$ cat config.mk
export PLATFORM = sky130hd
export DESIGN_NAME = tsq_ram
export DESIGN_NICKNAME = d
export VERILOG_FILES = /design/src/rtl/tsq_ram.sv
export SDC_FILE = /design/constraint.sdc
export NUM_CORES = 2
export LEC_CHECK = 0
export BUFFER_PORTS_ARGS = -buffer_cell sky130_fd_sc_hd__buf_2
export CORE_AREA = 2 2 629 631
export DETAILED_ROUTE_END_ITERATION = 10
export DIE_AREA = 0 0 631 633
export PLACE_DENSITY = 0.51
export RECOVER_POWER = 25
export SYNTH_ARGS = -nofsm -noshare
export SYNTH_HDL_FRONTEND = slang
export SYNTH_SLANG_ARGS = --single-unit
$ cat constraint.sdc
create_clock -name clk -period 6.75 [get_ports clk]
set_input_delay 0.3375 -clock clk [delete_from_list [all_inputs] [get_ports clk]]
set_output_delay 0.3375 -clock clk [all_outputs]
set_load 0.05 [all_outputs]
$ cat src/rtl/tsq_ram.sv
// ----------------------------------------------------------------------------
// tsq_ram: simple dual-port RAM
// One write port, one read port, read data registered.
// ----------------------------------------------------------------------------
module tsq_ram #(
    parameter int WIDTH = 32,
    parameter int DEPTH = 128
) (
    input  logic                     clk,
    input  logic                     wr_en,
    input  logic [$clog2(DEPTH)-1:0] wr_addr,
    input  logic [WIDTH-1:0]         wr_data,
    input  logic                     rd_en,
    input  logic [$clog2(DEPTH)-1:0] rd_addr,
    output logic [WIDTH-1:0]         rd_data
);

    logic [WIDTH-1:0] mem [DEPTH];

    always_ff @(posedge clk)
    begin
        if (wr_en)
        begin
            mem[wr_addr] <= wr_data;
        end
        if (rd_en)
        begin
            rd_data <= mem[rd_addr];
        end
    end

endmodule

* Word-level counts from Yosys, hierarchy flattened *
Memory sizes are Yosys's and may differ from the RTL's. A register that Yosys moved wholly into a read port is not among the register bits.
Index checks and enable logic that the tools add are counted.

word-level totals
  flip-flop bits (word level) = 0
  memory bits (writable) = 4,096
  memories kept = 1
  output and inout bits = 32
  input bits = 49

memory list
  name  depth  bits a word  rd ports  clocked after Yosys merged registers in  write ports  RTL line  RTL
  mem   128    32           1         1                                        1            18        logic [WIDTH-1:0] mem [DEPTH];

operators by class
  mux-type cells = 2

operators with widths
  cell    count
  $mux 1  2

* Logic depth before layout (Yosys ltp) *
  depth in word-level cells = 2
  gate-level depth with buffers = 8
  mapped depth without buffers = 4

* Least setup slack after synthesis *
OpenSTA, ideal clock, no wires.

  kind = input to register
  start = in wr_en
  end = mem mem[98][0] (enable)
  setup slack = 3.174 ns
  arrival time = 3.115 ns
  setup time = 0.461 ns
  stages = 3
  buffers on the path = 1
  required time = 6.289 ns
  cell sequence = clkbuf_1 -> nand4_1 -> nor3_1

on the way
  cells in the longest elaborated chain, start to end = 2

RTL lines
  item                          RTL line  RTL
  start: declaration            10        input logic wr_en,
  $mux 1                        22        if (wr_en)
  $mux 1 (not written as such)  24        mem[wr_addr] <= wr_data;
  end: declaration              18

Every way passes these cells.

* Final worst setup path *
  start = in wr_data[2]
  end = mem mem[88][2], data pin

RTL lines
  item                RTL line  RTL
  start: declaration  12        input logic [WIDTH-1:0] wr_data,

No word-level cell before the write port.

==> results.json <==
{
  "clk_pin_slew_ns": 0.06,
  "cts_tree": "yes",
  "path_cells": "dlygate4sd3_1, clkbuf_1, clkbuf_1, buf_4",
  "area_growth_pct": 14.7,
  "syn_area_sq_um": 157000,
  "postCtsHoldBufs": 27,
  "grt_overflow": 0,
  "post_cts_buffers": 0,
  "setup_viol": 0,
  "multi_input_area_sq_um": 32300,
  "synth-seq-cells": 4128,
  "nFillCells": 32223,
  "cp_slowest_cell": "clkbuf_1",
  "antenna_found_initial": 64,
  "place_congestion": 0.790,
  "clk_path_buf_depth": 4,
  "fp.dieArea_sq_um": 399000,
  "seq_area_sq_um": 124000,
  "max-cap-violations": 35,
  "arrival_ns": 5.18,
  "cpPeakStageDelay_ns": 1.82,
  "avgSynthCellArea_sq_um": 26.1,
  "hold_depth": 2,
  "die_w_um": 631,
  "crit_top_cell": "clkbuf_1",
  "critPathTopFamily": "buffers and inverters",
  "fp.dieH_um": 633,
  "hold_viol_final": 0,
  "clock_sinks": 4128,
  "via_per_inst": 5.88,
  "slew_viol_final": 1952,
  "dpl.hpwl_um": 261000,
  "rows": 230,
  "antenna_left": 0,
  "holdPathEnd": "mem[76][5]",
  "switchingPower_uw": 12000,
  "cts_buffers": 429,
  "period_minus_slack_ns": 4.50,
  "io_buffers": 80,
  "synth.yosys.seq_area_share": 0.792,
  "worst_setup_path_end_kind": "register",
  "slew_headroom": -1.92,
  "drive_gt1_frac": 0.352,
  "ff2ff_setup_slack_ns": 3.79,
  "final_nets": 6509,
  "worstPathMaxFanout": 46,
  "fmax_mhz": 222,
  "rr_endpoint": "rd_data[4]",
  "drt_iter0_markers": 9635,
  "num_io_pins": 81,
  "avgRoutedWirePerCell_um": 37.9,
  "power_frac_comb": 0.054,
  "worst_hold_slack_ns": 0.130,
  "grt_usage": 0.229,
  "core_area_sq_um": 392000,
  "violations": "max-capacitance violations, max-slew violations",
  "p_per_area_nw_per_um2": 305,
  "drc_errors": 0,
  "cp-start-kind": "input pin",
  "switching_share": 0.219,
  "syn_inst": 5990,
  "rsz0062_at_grt": "false",
  "num_vias": 71065,
  "setup_tns_ns": 0,
  "reg2reg_from": "mem[47][4]",
  "yosys-top-cells-area": "edfxtp_1 79%, mux4_2 19%, clkbuf_1 0.44%",
  "start_util": 0.400,
  "p_clk_frac": 0.427,
  "cp_data_required_time_ns": 7.43,
  "htree_levels": 5,
  "synth.largest_area_cell": "edfxtp_1",
  "hp-class": "input pin to register",
  "layout_common_cells": "4128 x edfxtp_1, 1344 x mux4_2, 433 x clkbuf_16",
  "grt_pass1_wl_um": 625000,
  "worstSetupPathType": "input pin to register",
  "grt_max_degree": 97,
  "synth_top_area_share": 0.792,
  "grt_pass1_vias": 72303,
  "vdd_drop_max_mv": 0.257,
  "worstMarginPinSlew_ns": 4.38,
  "fin_skew_ns": 0.0612,
  "clk_latency_ns": 1.00,
  "cts_resized": 0,
  "hp-start": "wr_addr[0]",
  "final_common_cell": "edfxtp_1",
  "status": "complete, but fails checks",
  "clk_root_buffer_cell": "clkbuf_16",
  "finalCritPeriodShare": 0.667,
  "synth-warning-count": 0,
  "seq_power_share": 0.519,
  "synth_fp_nets": 6039,
  "r2r_cells": 4,
  "drt_first_pass_iters": 5,
  "yosysUniqueCellTypes": 16,
  "routed_wl_um": 458000,
  "path_buf_inv": 4,
  "p_int_uw": 42800,
  "leakagePower_uw": 0.0545
}
## synth_stat cells
master	number
edfxtp_1	4128
mux4_2	1344
clkbuf_1	182
nor2_1	122
buf_2	79
buf_1	50
mux2_2	32
nand2_1	14
nand3_1	12
nor3_1	9
nor2b_1	7
buf_4	3
nand4_1	3
buf_6	2
nand2b_1	2
or3_1	1
## sequential cells by signal, indices dropped and copies added, names as in the netlist
| signal | count |
|---|---|
| mem | 4096 |
| rd_data | 32 |
## final cells by class
class,instances,share of cell area
tap,5220,0.0364
clock inverter,289,0.0151
timing repair buffer,355,0.0161
sequential,4128,0.690
clock buffer,498,0.0617
antenna,50,0.000697
multi-input combinational,1546,0.180
## per-layer routing
layer	routed length, um	up-vias	GRT usage
met5	77	-	0
met4	11100	12	0.0575
met3	31300	523	0.0354
met2	228000	2851	0.380
met1	188000	40162	0.318
li1	-	27517	-
## worst max-delay path by stage
| stage | start | end | depth (start not counted) |
|---|---|---|---|
| 6_report | wr_data[2] | mem[88][2] | 4 |
| 5_1_grt | wr_data[2] | mem[88][2] | 4 |
| 4_1_cts | wr_addr[5] | mem[57][12] | 5 |
| 3_5_place_dp | wr_addr[5] | mem[57][25] | 5 |
| 3_3_place_gp | wr_addr[5] | mem[61][25] | 5 |
| 2_1_floorplan | wr_en | mem[98][0] | 3 |
## cells by family (layout without fill, tap and decap cells)
logic type / count (synthesis) / in the layout / synth area share
buf+inv: 316 / 1142 / 0.00837
mux: 1376 / 1376 / 0.196
flops: 4128 / 4128 / 0.792
simple gates: 170 / 170 / 0.00445
other cells: 0 / 50 / 0
## power by group through the flow
| stage | clock network (uW) | registers (uW) | logic, uW |
|---|---|---|---|
| CTS | 23800 | 28400 | 3020 |
| detailed placement | 0 | 29000 | 3000 |
| global placement | 0 | 29000 | 2970 |
| finish | 23400 | 28500 | 2960 |
| floorplan | 0 | 29000 | 1370 |
| global route | 24800 | 28500 | 3080 |
## metrics by stage
stage               setup slack, ns  cell area (sq um)  utilization  power, uW  std cells
floorplan                      3.17             157000            -      30400       5990
global placement               2.07             166000        0.422      31900      11222
detailed placement             2.07             166000        0.422      32000      11222
CTS                            3.10             180000        0.458      55300      12036
global route                   2.04             180000        0.458      56300      12065
finish                         2.25             180000        0.458      54900      12086
Power figures use the tool's default switching activity.
